`src/rtl/psfr_pkg.sv`:
```
`timescale 1ns / 1ps
// ----------------------------------------------------------------------------
// psfr_pkg: shared types and constants of the fragment reassembler
// Result kinds, field widths, default sizing and the command and status
// bundles that join the controller to the datapath.
// ----------------------------------------------------------------------------
package psfr_pkg;

   localparam int PSFR_SESSION_SLOTS     = 8;
   localparam int PSFR_MAX_MESSAGE_BYTES = 2048;

   localparam int SESSION_W = 32;
   localparam int BYTE_W    = 8;
   localparam int RSLOT_W   = 3;
   localparam int ROFF_W    = 11;
   localparam int KIND_W    = 2;
   localparam int LENGTH_W  = 12;

   localparam logic [KIND_W-1:0] KIND_PASS  = 2'd0;
   localparam logic [KIND_W-1:0] KIND_DONE  = 2'd1;
   localparam logic [KIND_W-1:0] KIND_RDATA = 2'd2;
   localparam logic [KIND_W-1:0] KIND_RANGE = 2'd3;

   localparam logic ACTION_FRAGMENT = 1'b0;
   localparam logic ACTION_READ     = 1'b1;

   typedef struct packed {
      logic capture;   // load the accepted beat into the item registers
      logic commit;    // apply a fragment beat to slot state and store
      logic rd_issue;  // launch the store read of a read access
      logic load_rd;   // move read data into the result register
   } cmd_type;

   typedef struct packed {
      logic is_read;
      logic has_result;
      logic out_free;
   } status_type;

endpackage

```
`src/rtl/psfr_ctrl.sv`:
```
`timescale 1ns / 1ps
// ----------------------------------------------------------------------------
// psfr_ctrl: item sequencer
// Takes one beat at a time, steps it through lookup/update or store read,
// and waits for the result register to free up before committing a result.
// ----------------------------------------------------------------------------
module psfr_ctrl
   import psfr_pkg::*;
(
   input  logic       clock,
   input  logic       reset,
   input  logic       req_valid,
   output logic       req_ready,
   input  status_type status,
   output cmd_type    cmd
);

   localparam logic [1:0] ST_IDLE  = 2'd0;
   localparam logic [1:0] ST_EXEC  = 2'd1;
   localparam logic [1:0] ST_RDATA = 2'd2;

   logic [1:0] state_ff;
   logic [1:0] state_in;

   always_comb begin
      state_in = state_ff;
      cmd      = '0;
      unique case (state_ff)
         ST_IDLE: begin
            if (req_valid) begin
               cmd.capture = 1'b1;
               state_in    = ST_EXEC;
            end
         end
         ST_EXEC: begin
            if (status.is_read) begin
               cmd.rd_issue = 1'b1;
               state_in     = ST_RDATA;
            end else if (!status.has_result || status.out_free) begin
               cmd.commit = 1'b1;
               state_in   = ST_IDLE;
            end
         end
         ST_RDATA: begin
            if (status.out_free) begin
               cmd.load_rd = 1'b1;
               state_in    = ST_IDLE;
            end
         end
         default: begin
            state_in = ST_IDLE;
         end
      endcase
   end

   assign req_ready = (state_ff == ST_IDLE);

   always_ff @(posedge clock) begin
      if (reset) begin
         state_ff <= ST_IDLE;
      end else begin
         state_ff <= state_in;
      end
   end

endmodule

```
`config.mk`:
```
export PLATFORM = sky130hd
export DESIGN_NAME = psfr_ctrl
export DESIGN_NICKNAME = d
export VERILOG_FILES = /design/src/rtl/psfr_pkg.sv /design/src/rtl/psfr_ctrl.sv
export SDC_FILE = /design/constraint.sdc
export NUM_CORES = 1
export LEC_CHECK = 0
export ABC_AREA = 1
export CAP_MARGIN = 10
export CORE_AREA = 4 4 41 43
export DETAILED_ROUTE_END_ITERATION = 10
export DIE_AREA = 0 0 45 47
export DONT_BUFFER_PORTS = 1
export SETUP_SLACK_MARGIN = 0.4
export SLEW_MARGIN = 10
export SYNTH_ARGS = -nofsm -noshare
export SYNTH_HDL_FRONTEND = slang
export SYNTH_SLANG_ARGS = --single-unit
```
`constraint.sdc`:
```
create_clock -name clock -period 0.9 [get_ports clock]
set_input_delay 0.09 -clock clock [delete_from_list [all_inputs] [get_ports clock]]
set_output_delay 0.09 -clock clock [all_outputs]
set_load 0.05 [all_outputs]
```
=== After elaboration in Yosys (flattened, before gate mapping) ===
Cells that the tools add are included.

* Equal/unequal tests: 5
* Mux-type cells: 13
* Reductions and logical operators: 4

{| class="wikitable"
|+ Operators with widths
! cell !! number
|-
| $mux W2 || 5
|-
| $mux W1 || 7
|-
| $pmux W2 S3 || 1
|-
| $ne A2 B2 Y1 const B || 2
|-
| $ne A3 B3 Y1 const B || 1
|-
| $reduce_and A3 Y1 || 1
|-
| $eq A2 B1 Y1 const B || 1
|-
| $eq A2 B2 Y1 const B || 1
|-
| $logic_not A2 Y1 || 1
|-
| $logic_not A1 Y1 || 1
|-
| $logic_or A1 B1 Y1 || 1
|}

* Register bits: 2
* Output and inout bits: 5
* Word-level logic and storage cells: 23

=== Depth between registers and ports, before layout ===
Gate-level depths: netlist of run 1.

* Word-level depth: 5
* Depth in mapped cells: 4

=== Worst setup path before layout of run 1 ===
OpenSTA, ideal clock, no wires.

* Path kind: reg-to-output
* Start point: reg state_ff[1]
* End point: out cmd[2] (netlist bit)
* Data arrival time: 1.900 ns
* Required time: 0.810 ns
* Slack: -1.090 ns
* Stages on the path, launching flop included: 2
* Path through: dfxtp_1 > nor4_1

{| class="wikitable"
|+ RTL lines
! item !! line !! RTL
|-
| from (decl) || psfr_ctrl.sv:22 || <nowiki>logic [1:0] state_ff;</nowiki>
|-
| from (signal assigned) || psfr_ctrl.sv:62 || <nowiki>state_ff <= state_in;</nowiki>
|-
| to (decl) || psfr_ctrl.sv:15 || <nowiki>output cmd_type cmd</nowiki>
|}

==> results of run 1 <==
## metal layers
metal	vias up	part of all wire	routed length, microns
met4	0	0	0
li1	84	-	-
met2	9	0.47	188
met3	0	0.19	75
met5	-	0	0
met1	68	0.34	137
## path summary, 6_finish.rpt
kind | from | end | depth (start not counted)
max | state_ff[1] | cmd[2] | 2
min | reset | state_ff[1] | 1
max reg2reg | state_ff[0] | state_ff[0] | 6
min reg2reg | state_ff[1] | state_ff[1] | 2
## worst reg2reg max path, stage by stage (launching register included)
cell and delay [ps]:
dfxtp_4 340, buf_6 110, nor2_4 120, nand2_4 70, buf_4 130, buf_6 100
a21oi_2 90
## power breakdown
group	switching, mW	leakage, nW	total [mW]	internal, mW
sequential	0.00773	0.0178	0.0996	0.0918
combinational	0.0860	0.0894	0.149	0.0630
clock	0.0466	0.0138	0.193	0.147
total	0.140	0.121	0.442	0.301
## timing repair
| action | 4_1_cts | 5_1_grt |
|---|---|---|
| buffers inserted | 3 | 1 |
| endpoints found under the setup margin | 7 | 7 |
| pin swaps | 2 | 2 |
| endpoints found under the hold margin | 2 | 2 |
| resized for setup | 5 | 2 |
## cells by family (layout without fill, tap and decap cells)
| group | after synthesis | in the layout | share of synthesized area |
|---|---|---|---|
| AND/OR/NAND/NOR | 10 | 10 | 0.4082 |
| buffers and inverters | 6 | 16 | 0.1837 |
| AO/OA/AOI/OAI | 2 | 2 | 0.08164 |
| flip-flops | 2 | 2 | 0.3265 |
## final cells by class
class	instances	area [sq um]	area share
multi-input combinational	12	107.6	0.3346
inverter	6	32.53	0.1012
timing repair buffer	7	92.59	0.2879
sequential	2	47.55	0.1479
tap	15	18.77	0.05837
clock buffer	3	22.52	0.07004
## metrics by stage
stage	cell area (sq um)	setup TNS, ps
2_1_floorplan	175.2	-447.6
3_3_place_gp	241.5	-30.52
3_5_place_dp	241.5	-30.67
4_1_cts	305.3	-1051
5_1_grt	321.6	-1537
6_report	321.6	-1203
## placed cells by master, fill, tap and decap left out
cell type / instances
nand2_2: 2
nor2_2: 2
inv_1: 3
nor4_4: 1
a21oi_2: 2
clkinvlp_4: 2
clkbuf_4: 3
buf_4: 2
nand3_1: 2
nand2_4: 1
nor2_4: 2
dfxtp_4: 2
buf_6: 2
inv_4: 1
buf_8: 1
buf_12: 2
==> metrics.cfg, run 1 <==
[run_status]
run_status=finished with violations
violations=hold timing, setup timing

[layout]
fillers=150
top_regs=state_ff (2)
drive_above_1_share=0.8333
antenna_cells=0
post-route-util=0.2471
regMostFlops=state_ff
largest_reg_flops=2
nets=38
fin_cells=45
area_growth_pct=162.2

[detailed_routing]
routed_wl_microns=402
ant_nets=0
viasPerCell=3.578
drt-wirelength-per-cell_microns=8.933
drt_iter0_markers=3
vias=161
drcViolationCount=0
drtPass1Iterations=2

[critical_path]
slowest_stage=dfxtp_4
arrival_ps=1060
cp_num_buf_inv=1
path_cells=nor4_4, buf_12
required_ps=810
slowest_delay_ps=360
r2r_slack_ps=-130
critPathTopFamily=flip-flops
crit_type=flop to primary output
cp_max_fo=5
worst_setup_path_start_kind=flop
crit_path_end_kind=primary output

[global_routing]
grt_busiest_layer=met4
antenna_found_initial=0
met2_usage=0.05932
use_met1=0.04525
grt_pass1_wl_microns=669
grt_max_degree=6
grt_util_all_layers=0.05126
overflow=0
grt.met3_usage=0.04598
grt_pass1_vias=176

[yosys]
synth_area_leaders=dfxtp_1 33%, inv_1 15%, nor2_2 15%, nand2_1 9.2%, a21oi_1 8.2%
ys_seq_area_frac=0.3265
synth.avg_cell_area_sq_um=6.131
syn_area_sq_um=122.6
synth_flop_cell=dfxtp_1
netlist_instances=20
synth_most_common_cell=inv_1
ys_top_cells_by_count=5 x inv_1, 3 x nand2_1, 3 x nor2_2
ys_ff_latch=2
synth_top_area_cell=dfxtp_1
yosysWarnings=0
yosysUniqueCellTypes=9
yosysTopAreaCellShare=0.3265
syn_nets=26
async_reset_ff_frac=0
synth_edf_count=0

[placed_design]
io_buffers=0
hpwl_microns=296.1
pre_cts_slack_ps=-30.67
place_inst=38
gp_congestion=0.5960

[clock_tree]
htreeDepth=1
ctsRootBufferMaster=clkbuf_4
clock_sinks=2
cts_buffer_depth=2
cts_tree=done
path_clk_slew_ps=30
numCtsBuffers=3
clock_latency_ps=220

[die]
num_rows=13
core_area_sq_um=1301
io_pins=11
die-area_sq_um=2115
start_util=0.09423
die_h_microns=47
die_w_microns=45

[timing]
fmax_mhz=867.3
worst_pin_slew_ps=256.6
timing.final.crit_period_ps=1153
rsz0062_at_grt=yes
hold-worst-slack_ps=-82.55
finalSetupViolCount=6
hold_violations=2
skew_ps=3.260
drv_slew=0
setup_slack_ps=-253.0
period_share=1.281
max-slew-margin-rel=0.8276

[power]
power_density_nw_per_um2=1374
p_leak_nw=0.1210
peakVddDrop_v=0.0003423
fin_total_pwr_uw=441.8

[job]
drv_cap=0

[worst_hold_path]
hold_class=primary input to flop

Power figures use the tool's default switching activity.
==> inputs of run 2 (changes only) <==
--- a/config.mk
+++ b/config.mk
@@ -8,9 +8,11 @@
 export ABC_AREA = 1
 export CAP_MARGIN = 10
 export CORE_AREA = 4 4 41 43
+export CTS_CLUSTER_SIZE = 40
 export DETAILED_ROUTE_END_ITERATION = 10
 export DIE_AREA = 0 0 45 47
 export DONT_BUFFER_PORTS = 1
+export GPL_TIMING_DRIVEN = 0
 export SETUP_SLACK_MARGIN = 0.4
 export SLEW_MARGIN = 10
 export SYNTH_ARGS = -nofsm -noshare
==> run 2 against run 1 <==
  * Sequential power about the same
  * Utilization down 5.8 points
  * Non-clock buffer count down 5
  * Fmax down 14%
  * Hold slack worse by 0.92 ps
  * Highest routed layer unchanged
  * Flip-flop and latch count unchanged
  * Die area unchanged
  * Via count down 12%
  * Cell area down 23%
  * The run still ends with hold timing, setup timing left
  * Sequential share of layout area up 4.5 points
==> metrics.cfg, run 2 (same netlist as run 1, synthesis figures left out) <==
[placed_design]
gp_congestion=0.5834  ; -2.1%
place_area_sq_um=193.9  ; -20%
io_buffers=0  ; unchanged
hpwl_microns=301.7  ; +1.9%
pre_cts_slack_ps=-225.9  ; -195.2 ps

[timing]
max-slew-margin-rel=0.5078  ; -0.3198
skew_ps=0.4650  ; -2.795 ps
period_share=1.493  ; +0.2115
drv_slew=0  ; unchanged
hold-worst-slack_ps=-83.47  ; -0.9175 ps
worst_pin_slew_ps=732.7  ; +476.1 ps
fmax_mhz=744.4  ; -14%
finalSetupViolCount=6  ; unchanged
timing.final.crit_period_ps=1343  ; +190.3 ps
rsz0062_at_grt=yes
setup_slack_ps=-443.3  ; -190.3 ps
hold_violations=2  ; unchanged

[die]
num_rows=13  ; unchanged
die_h_microns=47  ; unchanged
die-area_sq_um=2115  ; unchanged
die_w_microns=45  ; unchanged
io_pins=11  ; unchanged
core_area_sq_um=1301  ; unchanged
start_util=0.09423  ; unchanged

[global_routing]
grt_max_degree=5  ; -1
grt_pass1_vias=155  ; -12%
antenna_found_initial=0  ; unchanged
grt_pass1_wl_microns=662  ; -1.0%
overflow=0  ; unchanged
grt_util_all_layers=0.05595  ; +0.004688

[power]
p_leak_nw=0.08533  ; -29%
power_frac_comb=0.265  ; -0.072
power_density_nw_per_um2=1631  ; +19%
p_clk_frac=0.487  ; +0.049
seqPwrFrac=0.248  ; +0.023
internal_power_uw=267.9  ; -11%
peakVddDrop_v=0.0004321  ; +26%
fin_total_pwr_uw=402.0  ; -9.0%
p_sw_uw=134.1  ; -4.5%
swShare=0.3336  ; +0.01593

[run_status]
run_status=finished with violations
violations=hold timing, setup timing

[critical_path]
r2r_start=state_ff[1]
worst_setup_path_start_kind=flop
cp_max_fo=4  ; -1
crit_path_end_kind=primary output
r2r_cells=4  ; -2
required_ps=810  ; about the same
crit_type=flop to primary output
path_cells=inv_4, nor4_4
arrival_ps=1250  ; +190 ps
r2r_end=state_ff[0]
r2r_slack_ps=-200  ; -70 ps
slowest_stage=nor4_4
slowest_delay_ps=620  ; +260 ps

[detailed_routing]
viasPerCell=3.550  ; -0.78%
drt_iter0_markers=1  ; -2
drcViolationCount=0  ; unchanged
vias=142  ; -12%
drt-wirelength-per-cell_microns=9.775  ; +9.4%
routed_wl_microns=391  ; -2.7%
drtPass1Iterations=2  ; unchanged
ant_nets=0  ; unchanged

[layout]
largest_reg_flops=2  ; unchanged
antenna_cells=0  ; unchanged
nets=33  ; -13%
fillers=157  ; +4.7%
regMostFlops=state_ff
post-route-util=0.1894  ; -0.05769
area_growth_pct=101.0
fin_area_sq_um=246.5  ; -23%
top_regs=state_ff (2)
layout_common_cells=3 x nand2_2, 3 x inv_1, 3 x clkbuf_4
drive_above_1_share=0.8000  ; -0.03333

[clock_tree]
clock_latency_ps=220  ; about the same
cts_tree=done
path_clk_slew_ps=30  ; about the same
clock_sinks=2  ; unchanged
htreeDepth=1  ; unchanged
numCtsBuffers=3  ; unchanged
cts_buffer_depth=2  ; unchanged
ctsRootBufferMaster=clkbuf_4

[worst_hold_path]
hold_depth=1  ; unchanged
min_to=state_ff[0]
hold_class=primary input to flop
min-delay-start=reset

[job]
drv_cap=0  ; unchanged

run 2: changes by cell type in the layout (fill, tap and decap cells not counted):
cell | before | now
nand2_4 | 1 | 0
buf_8 | 1 | 0
nand2_2 | 2 | 3
buf_12 | 2 | 0
buf_4 | 2 | 0
run 2: how the worst max path moves through the flow:
stage	start	to	slack (ps)
global placement	state_ff[1]	cmd[2]	-230
global route	state_ff[0]	cmd[2]	-500
floorplan	state_ff[1]	cmd[2]	-190
CTS	state_ff[0]	cmd[2]	-470
finish	state_ff[0]	cmd[2]	-440
detailed placement	state_ff[1]	cmd[2]	-230
run 2: power by group through the flow:
stage | combinational [mW] | sequential, mW | clock, mW
2_1_floorplan | 0.0873 | 0.101 | 0
3_3_place_gp | 0.0923 | 0.102 | 0
3_5_place_dp | 0.0931 | 0.102 | 0
4_1_cts | 0.107 | 0.0998 | 0.211
5_1_grt | 0.114 | 0.100 | 0.232
6_report | 0.107 | 0.0996 | 0.196
run 2: what timing repair did:
item | 4_1_cts | 5_1_grt
gates resized for setup | 3 | 1
endpoints found under the hold margin | 2 | 2
setup endpoints to repair | 7 | 7
setup buffers | 2 | 0
gates cloned | 0 | 0
pin swaps | 1 | 0
run 2: per-stage QoR:
stage	setup TNS (ps)	instances
after floorplan	-447.6	20
after global placement	-560.6	35
after detailed placement	-573.6	35
after CTS	-1794	40
after global routing	-2039	40
final	-1696	40
run 2: final cells by class:
type / instances / area [sq um] / area share
repair buffers: 2 / 22.52 / 0.09137
inverters: 6 / 32.53 / 0.1320
well taps: 15 / 18.77 / 0.07614
flip-flops and latches: 2 / 47.55 / 0.1929
clock buffers: 3 / 22.52 / 0.09137
multi-input cells: 12 / 102.6 / 0.4162
run 2: worst max-delay path: cells and delay by family, from the launching register on:
family,cells,cell delay [ps]
buffers and inverters,1,50
and+or+nand+nor,1,620
DFF,1,360
run 2: layer usage:
layer / track usage / vias up / routed length, microns
li1: - / 72 / -
met1: 0.04289 / 59 / 129
met2: 0.05932 / 11 / 154
met3: 0.08429 / 0 / 107
met4: 0.05263 / 0 / 0
met5: 0 / - / 0
